===== src/rtl/reed_solomon_syndrome_calc_unit_assert.svh =====
// assertion macros for the reed-solomon syndrome block
// needs clk and rst_n in the scope of each use
`ifndef REED_SOLOMON_SYNDROME_CALC_UNIT_ASSERT_SVH
`define REED_SOLOMON_SYNDROME_CALC_UNIT_ASSERT_SVH

`ifndef SYNTHESIS

`define RSSC_ASSERT(lbl, prop) \
  lbl: assert property (@(posedge clk) disable iff (!rst_n) prop) \
    else $error("rssc assertion failed");

`define RSSC_ASSERT_ALWAYS(lbl, prop) \
  lbl: assert property (@(posedge clk) prop) \
    else $error("rssc assertion failed");

`else

`define RSSC_ASSERT(lbl, prop)

`define RSSC_ASSERT_ALWAYS(lbl, prop)

`endif

`endif


===== src/rtl/rssc_pkg.sv =====
// shared constants, types and gf(256) helpers for the syndrome block
// no dependencies
`default_nettype none

package rssc_pkg;

  localparam int MAX_SYNDROMES = 32;
  localparam int FIELD_POLY    = 285;
  localparam int IDX_W         = (MAX_SYNDROMES > 1) ? $clog2(MAX_SYNDROMES) : 1;
  localparam int CNT_W         = 7;
  localparam int SYN_IDX_W     = 6;
  localparam int BYTE_W        = 8;

  localparam logic [BYTE_W-1:0] POLY_LOW = BYTE_W'(FIELD_POLY);

  typedef struct packed {
    logic update;
    logic load_first;
    logic load_next;
    logic clear;
  } rssc_cmd_t;

  typedef struct packed {
    logic is_last;
  } rssc_sts_t;

  function automatic logic [BYTE_W-1:0] times_alpha(input logic [BYTE_W-1:0] v);
    logic [BYTE_W-1:0] r;
    r = {v[BYTE_W-2:0], 1'b0};
    if (v[BYTE_W-1]) begin
      r = r ^ POLY_LOW;
    end
    return r;
  endfunction

  // elaboration only: power is a constant per lane
  function automatic logic [BYTE_W-1:0] alpha_pow(input int power);
    logic [BYTE_W-1:0] r;
    r = BYTE_W'(1);
    for (int k = 0; k < power; k++) begin
      r = times_alpha(r);
    end
    return r;
  endfunction

  function automatic logic [BYTE_W-1:0] gf_mul(input logic [BYTE_W-1:0] a,
                                               input logic [BYTE_W-1:0] b);
    logic [BYTE_W-1:0] p;
    logic [BYTE_W-1:0] x;
    p = '0;
    x = a;
    for (int k = 0; k < BYTE_W; k++) begin
      if (b[k]) begin
        p = p ^ x;
      end
      x = times_alpha(x);
    end
    return p;
  endfunction

endpackage

`default_nettype wire


===== src/rtl/rssc_ctrl.sv =====
// controller: takes bytes, then sequences the syndrome beats out
// depends on rssc_pkg and the assertion macro header
`default_nettype none
`include "reed_solomon_syndrome_calc_unit_assert.svh"

module rssc_ctrl (
  input  wire logic              clk,
  input  wire logic              rst_n,
  input  wire logic              in_valid,
  input  wire logic              in_block_end,
  output logic                   in_stall,
  output logic                   out_valid,
  input  wire logic              out_stall,
  output rssc_pkg::rssc_cmd_t    cmd,
  input  wire rssc_pkg::rssc_sts_t sts
);

  typedef enum logic [2:0] {
    ST_IDLE = 3'b001,
    ST_LOAD = 3'b010,
    ST_SEND = 3'b100
  } rssc_state_t;

  rssc_state_t state_r;
  rssc_state_t state_nxt;
  logic        in_acc;

  assign in_stall  = (state_r != ST_IDLE);
  assign out_valid = (state_r == ST_SEND);
  assign in_acc    = in_valid && !in_stall;

  always_comb begin
    state_nxt      = state_r;
    cmd            = '0;
    cmd.update     = in_acc;
    unique case (state_r)
      ST_IDLE: begin
        if (in_acc && in_block_end) begin
          state_nxt = ST_LOAD;
        end
      end
      ST_LOAD: begin
        cmd.load_first = 1'b1;
        state_nxt      = ST_SEND;
      end
      ST_SEND: begin
        if (!out_stall) begin
          if (sts.is_last) begin
            cmd.clear = 1'b1;
            state_nxt = ST_IDLE;
          end else begin
            cmd.load_next = 1'b1;
          end
        end
      end
      default: begin
        state_nxt = ST_IDLE;
      end
    endcase
  end

  always_ff @(posedge clk) begin
    if (!rst_n) begin
      state_r <= ST_IDLE;
    end else begin
      state_r <= state_nxt;
    end
  end

  `RSSC_ASSERT(a_no_input_while_sending, out_valid |-> in_stall)
  `RSSC_ASSERT(a_end_byte_starts_run,
    (in_valid && !in_stall && in_block_end) |=> ##1 out_valid)
  `RSSC_ASSERT(a_run_stops_after_last,
    (out_valid && !out_stall && sts.is_last) |=> (!out_valid && !in_stall))
  `RSSC_ASSERT_ALWAYS(a_reset_idle, !rst_n |=> !out_valid)

endmodule

`default_nettype wire


===== src/rtl/rssc_datapath.sv =====
// datapath: per-syndrome gf(256) accumulator lanes, count register, output register
// depends on rssc_pkg
`default_nettype none

module rssc_datapath (
  input  wire logic                            clk,
  input  wire logic                            rst_n,
  input  wire logic                            cfg_wr_en,
  input  wire logic [rssc_pkg::CNT_W-1:0]      cfg_wr_data,
  input  wire logic [rssc_pkg::BYTE_W-1:0]     in_data_byte,
  input  wire rssc_pkg::rssc_cmd_t             cmd,
  output rssc_pkg::rssc_sts_t                  sts,
  output logic [rssc_pkg::SYN_IDX_W-1:0]       out_syndrome_index,
  output logic [rssc_pkg::BYTE_W-1:0]          out_syndrome_value,
  output logic                                 out_run_end,
  output logic                                 out_error_free
);

  localparam int NS  = rssc_pkg::MAX_SYNDROMES;
  localparam int IW  = rssc_pkg::IDX_W;
  localparam int CW  = rssc_pkg::CNT_W;
  localparam int BW  = rssc_pkg::BYTE_W;

  logic [CW-1:0] count_r;
  logic [IW-1:0] last_idx;

  logic [BW-1:0] acc_r   [NS];
  logic [BW-1:0] acc_nxt [NS];
  logic [NS-1:0] nz_r;
  logic [NS-1:0] lane_on;

  logic [IW-1:0] idx_r;
  logic [BW-1:0] value_r;
  logic          run_end_r;
  logic          error_free_r;

  logic [IW-1:0] rd_idx;
  logic          any_nz;

  always_ff @(posedge clk) begin
    if (!rst_n) begin
      count_r <= CW'(32);
    end else if (cfg_wr_en) begin
      count_r <= cfg_wr_data;
    end
  end

  // zero counts as one, anything above the lane count saturates
  always_comb begin
    priority if (count_r == '0) begin
      last_idx = '0;
    end else if (count_r > CW'(NS)) begin
      last_idx = IW'(NS - 1);
    end else begin
      last_idx = IW'(count_r - CW'(1));
    end
  end

  for (genvar i = 0; i < NS; i++) begin : g_lane
    localparam logic [BW-1:0] ALPHA_I = rssc_pkg::alpha_pow(i);

    always_comb begin
      acc_nxt[i] = in_data_byte ^ rssc_pkg::gf_mul(acc_r[i], ALPHA_I);
      lane_on[i] = (IW'(i) <= last_idx);
    end

    always_ff @(posedge clk) begin
      if (!rst_n || cmd.clear) begin
        acc_r[i] <= '0;
        nz_r[i]  <= 1'b0;
      end else if (cmd.update) begin
        acc_r[i] <= acc_nxt[i];
        nz_r[i]  <= |acc_nxt[i];
      end
    end
  end

  assign any_nz = |(nz_r & lane_on);
  assign rd_idx = cmd.load_first ? '0 : IW'(idx_r + IW'(1));

  always_ff @(posedge clk) begin
    if (cmd.load_first || cmd.load_next) begin
      idx_r     <= rd_idx;
      value_r   <= acc_r[rd_idx];
      run_end_r <= (rd_idx == last_idx);
    end
    if (cmd.load_first) begin
      error_free_r <= !any_nz;
    end
  end

  assign sts.is_last         = run_end_r;
  assign out_syndrome_index  = rssc_pkg::SYN_IDX_W'(idx_r);
  assign out_syndrome_value  = value_r;
  assign out_run_end         = run_end_r;
  assign out_error_free      = error_free_r;

endmodule

`default_nettype wire


===== src/rtl/reed_solomon_syndrome_calc_unit.sv =====
// reed-solomon syndrome unit over gf(256): one codeword byte per cycle while in_stall
// is low. after the end-of-block byte the controller passes through ST_LOAD, which
// fills the output register, before the first syndrome beat is offered; then one beat
// per cycle while out_stall is low; a single output register walks the accumulator lanes.
// synchronous reset: count goes to 32, accumulators clear, no beat pending.
// depends on rssc_pkg, rssc_ctrl and rssc_datapath
`default_nettype none

module reed_solomon_syndrome_calc_unit (
  input  wire logic                              clk,
  input  wire logic                              rst_n,
  input  wire logic                              cfg_wr_en,
  input  wire logic [rssc_pkg::CNT_W-1:0]        cfg_wr_data,
  input  wire logic                              in_valid,
  output logic                                   in_stall,
  input  wire logic [rssc_pkg::BYTE_W-1:0]       in_data_byte,
  input  wire logic                              in_block_end,
  output logic                                   out_valid,
  input  wire logic                              out_stall,
  output logic [rssc_pkg::SYN_IDX_W-1:0]         out_syndrome_index,
  output logic [rssc_pkg::BYTE_W-1:0]            out_syndrome_value,
  output logic                                   out_run_end,
  output logic                                   out_error_free
);

  rssc_pkg::rssc_cmd_t cmd;
  rssc_pkg::rssc_sts_t sts;

  rssc_ctrl u_ctrl (
    .clk          (clk),
    .rst_n        (rst_n),
    .in_valid     (in_valid),
    .in_block_end (in_block_end),
    .in_stall     (in_stall),
    .out_valid    (out_valid),
    .out_stall    (out_stall),
    .cmd          (cmd),
    .sts          (sts)
  );

  rssc_datapath u_datapath (
    .clk                (clk),
    .rst_n              (rst_n),
    .cfg_wr_en          (cfg_wr_en),
    .cfg_wr_data        (cfg_wr_data),
    .in_data_byte       (in_data_byte),
    .cmd                (cmd),
    .sts                (sts),
    .out_syndrome_index (out_syndrome_index),
    .out_syndrome_value (out_syndrome_value),
    .out_run_end        (out_run_end),
    .out_error_free     (out_error_free)
  );

endmodule

`default_nettype wire

===== config.mk =====
export PLATFORM = sky130hd
export DESIGN_NAME = reed_solomon_syndrome_calc_unit
export DESIGN_NICKNAME = d
export VERILOG_FILES = /design/src/rtl/rssc_pkg.sv /design/src/rtl/rssc_ctrl.sv /design/src/rtl/rssc_datapath.sv /design/src/rtl/reed_solomon_syndrome_calc_unit.sv
export VERILOG_INCLUDE_DIRS = /design/src /design/src/rtl
export SDC_FILE = /design/constraint.sdc
export NUM_CORES = 1
export LEC_CHECK = 0
export BUFFER_PORTS_ARGS = -buffer_cell sky130_fd_sc_hd__buf_2
export CAP_MARGIN = 20
export CORE_UTILIZATION = 39
export CTS_BUF_LIST = sky130_fd_sc_hd__clkbuf_16
export CTS_CLUSTER_SIZE = 10
export DETAILED_ROUTE_END_ITERATION = 10
export SYNTH_ARGS = -nofsm -noshare
export SYNTH_HDL_FRONTEND = slang
export SYNTH_SLANG_ARGS = --single-unit

===== constraint.sdc =====
create_clock -name clk -period 7.7 [get_ports clk]
set_clock_uncertainty 0.05 [all_clocks]
set_input_delay 0.385 -clock clk [delete_from_list [all_inputs] [get_ports clk]]
set_output_delay 0.385 -clock clk [all_outputs]
set_load 0.005 [all_outputs]

==> impl_metrics.json <==
{
  "cts_setup_buffers": 0,
  "worstSetupStartpointType": "flip-flop",
  "worstPathArrival_ns": 4.00,
  "ff2ff_path_depth": 9,
  "wl_met3_um": 4590,
  "setup_violations": 0,
  "met2_length_um": 28100,
  "drt-pass1-iter-count": 6,
  "coreArea_um2": 53800,
  "ant_nets": 0,
  "antenna_found_initial": 0,
  "crit_end": "u_datapath.out_error_free",
  "placed_cells": 2736,
  "maxSlewHeadroom_pct": 19.1,
  "hold_path_class": "in2reg",
  "required_ns": 8.03,
  "synth_ff_type": "edfxtp_1",
  "p_leak_nw": 8.12,
  "numCtsBuffers": 39,
  "path_cells": "inv_1, ha_1, or4b_1, nand2b_1, o211a_1, a2111oi_4, a31oi_1, or3_1, nor4b_2",
  "power_w": 0.00666,
  "syn_nets": 2165,
  "critPathMaxFanout": 21,
  "synth_cells": 2141,
  "p_per_area_nw_per_um2": 288,
  "routed.top_layer": "met4",
  "start_util_pct": 39.5,
  "synthesis.area_um2": 21200,
  "synth_seq_cells": 313,
  "clk_latency_ns": 0.57,
  "synth.distinct_cells": 69,
  "timing.fmax_mhz": 272,
  "drive_gt1_share_pct": 7.09,
  "rsz0062_at_grt": "false",
  "dp_hpwl_um": 41000,
  "tightest_slew_ns": 1.21,
  "post_drt_wl_per_cell_um": 22.2,
  "wl_met1_um": 27900,
  "cts_max_path_buffers": 3,
  "fin_cells": 2813,
  "r2r-end": "u_datapath.out_error_free",
  "fp-row-count": 85,
  "die_x_um": 235,
  "final_common_cell": "xnor2_1",
  "htreeDepth": 2,
  "grt-ovfl-total": 0,
  "period_needed_ns": 3.67,
  "critical_path_class": "reg2reg",
  "grt_use_total_pct": 22.1,
  "cp_top_family": "simple AND/OR/NAND/NOR gates",
  "drc": 0,
  "die_y_um": 235,
  "ir_worst_vdd_v": 0.000134,
  "cts_tree": "yes",
  "rrSetupSlack_ns": 4.03,
  "p_seq_share_pct": 39.5,
  "critical_path.max_stage_delay_ns": 0.59,
  "crit_cells": 9,
  "syn_avg_cell_area_um2": 9.92,
  "comb_power_share_pct": 34.7,
  "routabilityCongestion": 0.939,
  "grt_pass1_vias": 15300,
  "cts_resized": 0,
  "path_buf_inv": 1,
  "power.share.switching_pct": 36.1,
  "clkTransAtPathRegs_ns": 0.06,
  "grt_max_degree": 162,
  "pin_count": 39,
  "final-max-slew-violation-count": 0,
  "hold_violations": 0,
  "async_flop_share_pct": 0,
  "die-area_um2": 55400,
  "hold_buffers": 3,
  "vias": 16100,
  "via_per_inst": 5.72,
  "outcome": "complete, no violations",
  "nNetsFinal": 2110,
  "fin_util_pct": 43.0,
  "reg2reg_from": "u_datapath.count_r[0]",
  "finalSetupTns_ns": 0,
  "root_buffer": "clkbuf_16",
  "yosysWarnings": 0,
  "ys_seq_area_share_pct": 42.3,
  "synth_edf_count": 271,
  "routed_wl_um": 62300,
  "p_clk_share_pct": 25.8,
  "synthToLayoutAreaGrowth_pct": 8.97,
  "port_buffers": 37,
  "internal_power_w": 0.00425,
  "finalCritPeriodShare_pct": 47.7,
  "drt_iter0_drc": 1790,
  "maxCapViolations": 0,
  "power.switching_w": 0.00240,
  "antenna_cells": 0,
  "grt_pass1_wl_um": 94700,
  "cp-startpoint": "u_datapath.count_r[0]",
  "final_cell_mix": "xnor2_1 (473), edfxtp_1 (271), nor2_1 (268)",
  "crit_path_end_kind": "flip-flop",
  "cts.sinks": 313,
  "worst_path_max_delay_cell": "or4b_1"
}
-- cell families after synthesis --
family	count (synthesis)	share of synthesized area, %
XOR/XNOR	659	27.2
multiplexers	49	3.31
flip-flops	313	42.3
buffers and inverters	171	3.15
adder cells (fa/ha/maj)	3	0.177
AO/OA/AOI/OAI	329	10.5
other	1	0.0177
AND/OR/NAND/NOR	616	13.4
-- tightest hold or removal path: cells and delay by family --
family                 cells  cell delay, ns
and+or+nand+nor            1            0.07
muxes                      1            0.05
buffers and inverters      1            0.08
-- metrics by stage --
stage / worst slack [ns] / hold slack, ns / instance area (um2)
global route: 3.81 / 0.0435 / 23100
detailed placement: 3.93 / 0.432 / 21900
CTS: 3.92 / 0.000281 / 23100
finish: 4.03 / 0.00896 / 23100
floorplan: 0.977 / 0.372 / 21200
global placement: 3.95 / 0.424 / 21900
-- layout make-up --
| class | count | area (um2) |
|---|---|---|
| clock buffers | 40 | 1000 |
| clock inverters | 32 | 168 |
| flip-flops and latches | 313 | 8980 |
| fillers | 5075 | 30700 |
| inverters | 12 | 52.6 |
| multi-input cells | 1657 | 11600 |
| repair buffers | 63 | 433 |
| well taps | 696 | 871 |
-- worst min-delay path by stage --
stage | to | from | cells past startpoint
finish | u_datapath.count_r[6] | cfg_wr_data[6] | 3
global route | u_ctrl.state_r[0] | rst_n | 2
CTS | u_datapath.count_r[6] | cfg_wr_data[6] | 3
detailed placement | u_datapath.nz_r[0] | u_datapath.nz_r[0] | 2
global placement | u_datapath.nz_r[0] | u_datapath.nz_r[0] | 2
floorplan | u_datapath.nz_r[0] | u_datapath.nz_r[0] | 2
-- registers in the layout, summed over array words and instances, names as in the netlist --
name / cells
u_ctrl.state_r: 3
u_datapath.acc_r: 256
u_datapath.count_r: 7
u_datapath.idx_r: 5
u_datapath.nz_r: 32
u_datapath.out_error_free: 1
u_datapath.out_run_end: 1
u_datapath.out_syndrome_value: 8
-- synthesized netlist by cell type, types with 3 or more instances --
library cell / n / area [um2]
xor2_1: 186 / 1630
mux2_2: 10 / 113
a211oi_1: 54 / 405
and2_1: 76 / 475
buf_2: 7 / 35.0
clkbuf_1: 125 / 469
a2111oi_0: 6 / 52.6
ha_1: 3 / 37.5
a221o_1: 3 / 30.0
or2_2: 4 / 25.0
a221oi_1: 4 / 35.0
or4_1: 4 / 30.0
nor3_1: 47 / 235
nand2_1: 120 / 450
nand3b_1: 4 / 30.0
nand2b_1: 4 / 25.0
nor2b_1: 4 / 25.0
a21oi_1: 27 / 135
o22ai_1: 38 / 238
a2111o_1: 4 / 45.0
nor3b_1: 10 / 75.1
o221ai_1: 33 / 289
nor4_1: 4 / 25.0
edfxtp_1: 271 / 8140
nand4_1: 10 / 62.6
a31oi_1: 44 / 275
o21ai_0: 83 / 415
a21o_1: 3 / 22.5
nand3_1: 24 / 120
xnor2_1: 473 / 4140
mux4_2: 16 / 360
a311oi_1: 3 / 26.3
or3_1: 14 / 87.6
mux2i_1: 23 / 230
o21a_1: 4 / 30.0
and3_1: 15 / 93.8
nor2_1: 270 / 1010
buf_1: 24 / 90.1
inv_1: 10 / 37.5
dfxtp_1: 42 / 841
-- power by group through the flow --
stage	clock network [W]	logic, W	registers [W]
2_1_floorplan	0	0.00199	0.00243
3_3_place_gp	0	0.00224	0.00266
3_5_place_dp	0	0.00228	0.00265
4_1_cts	0.00175	0.00230	0.00262
5_1_grt	0.00180	0.00254	0.00265
6_report	0.00171	0.00231	0.00263
-- routing by layer --
layer | GRT usage (%) | vias to the layer above
li1 | - | 7358
met1 | 31.6 | 7946
met2 | 34.3 | 667
met3 | 3.32 | 108
met4 | 7.27 | 0
met5 | 0 | -
(Power assumes the default switching activity.)
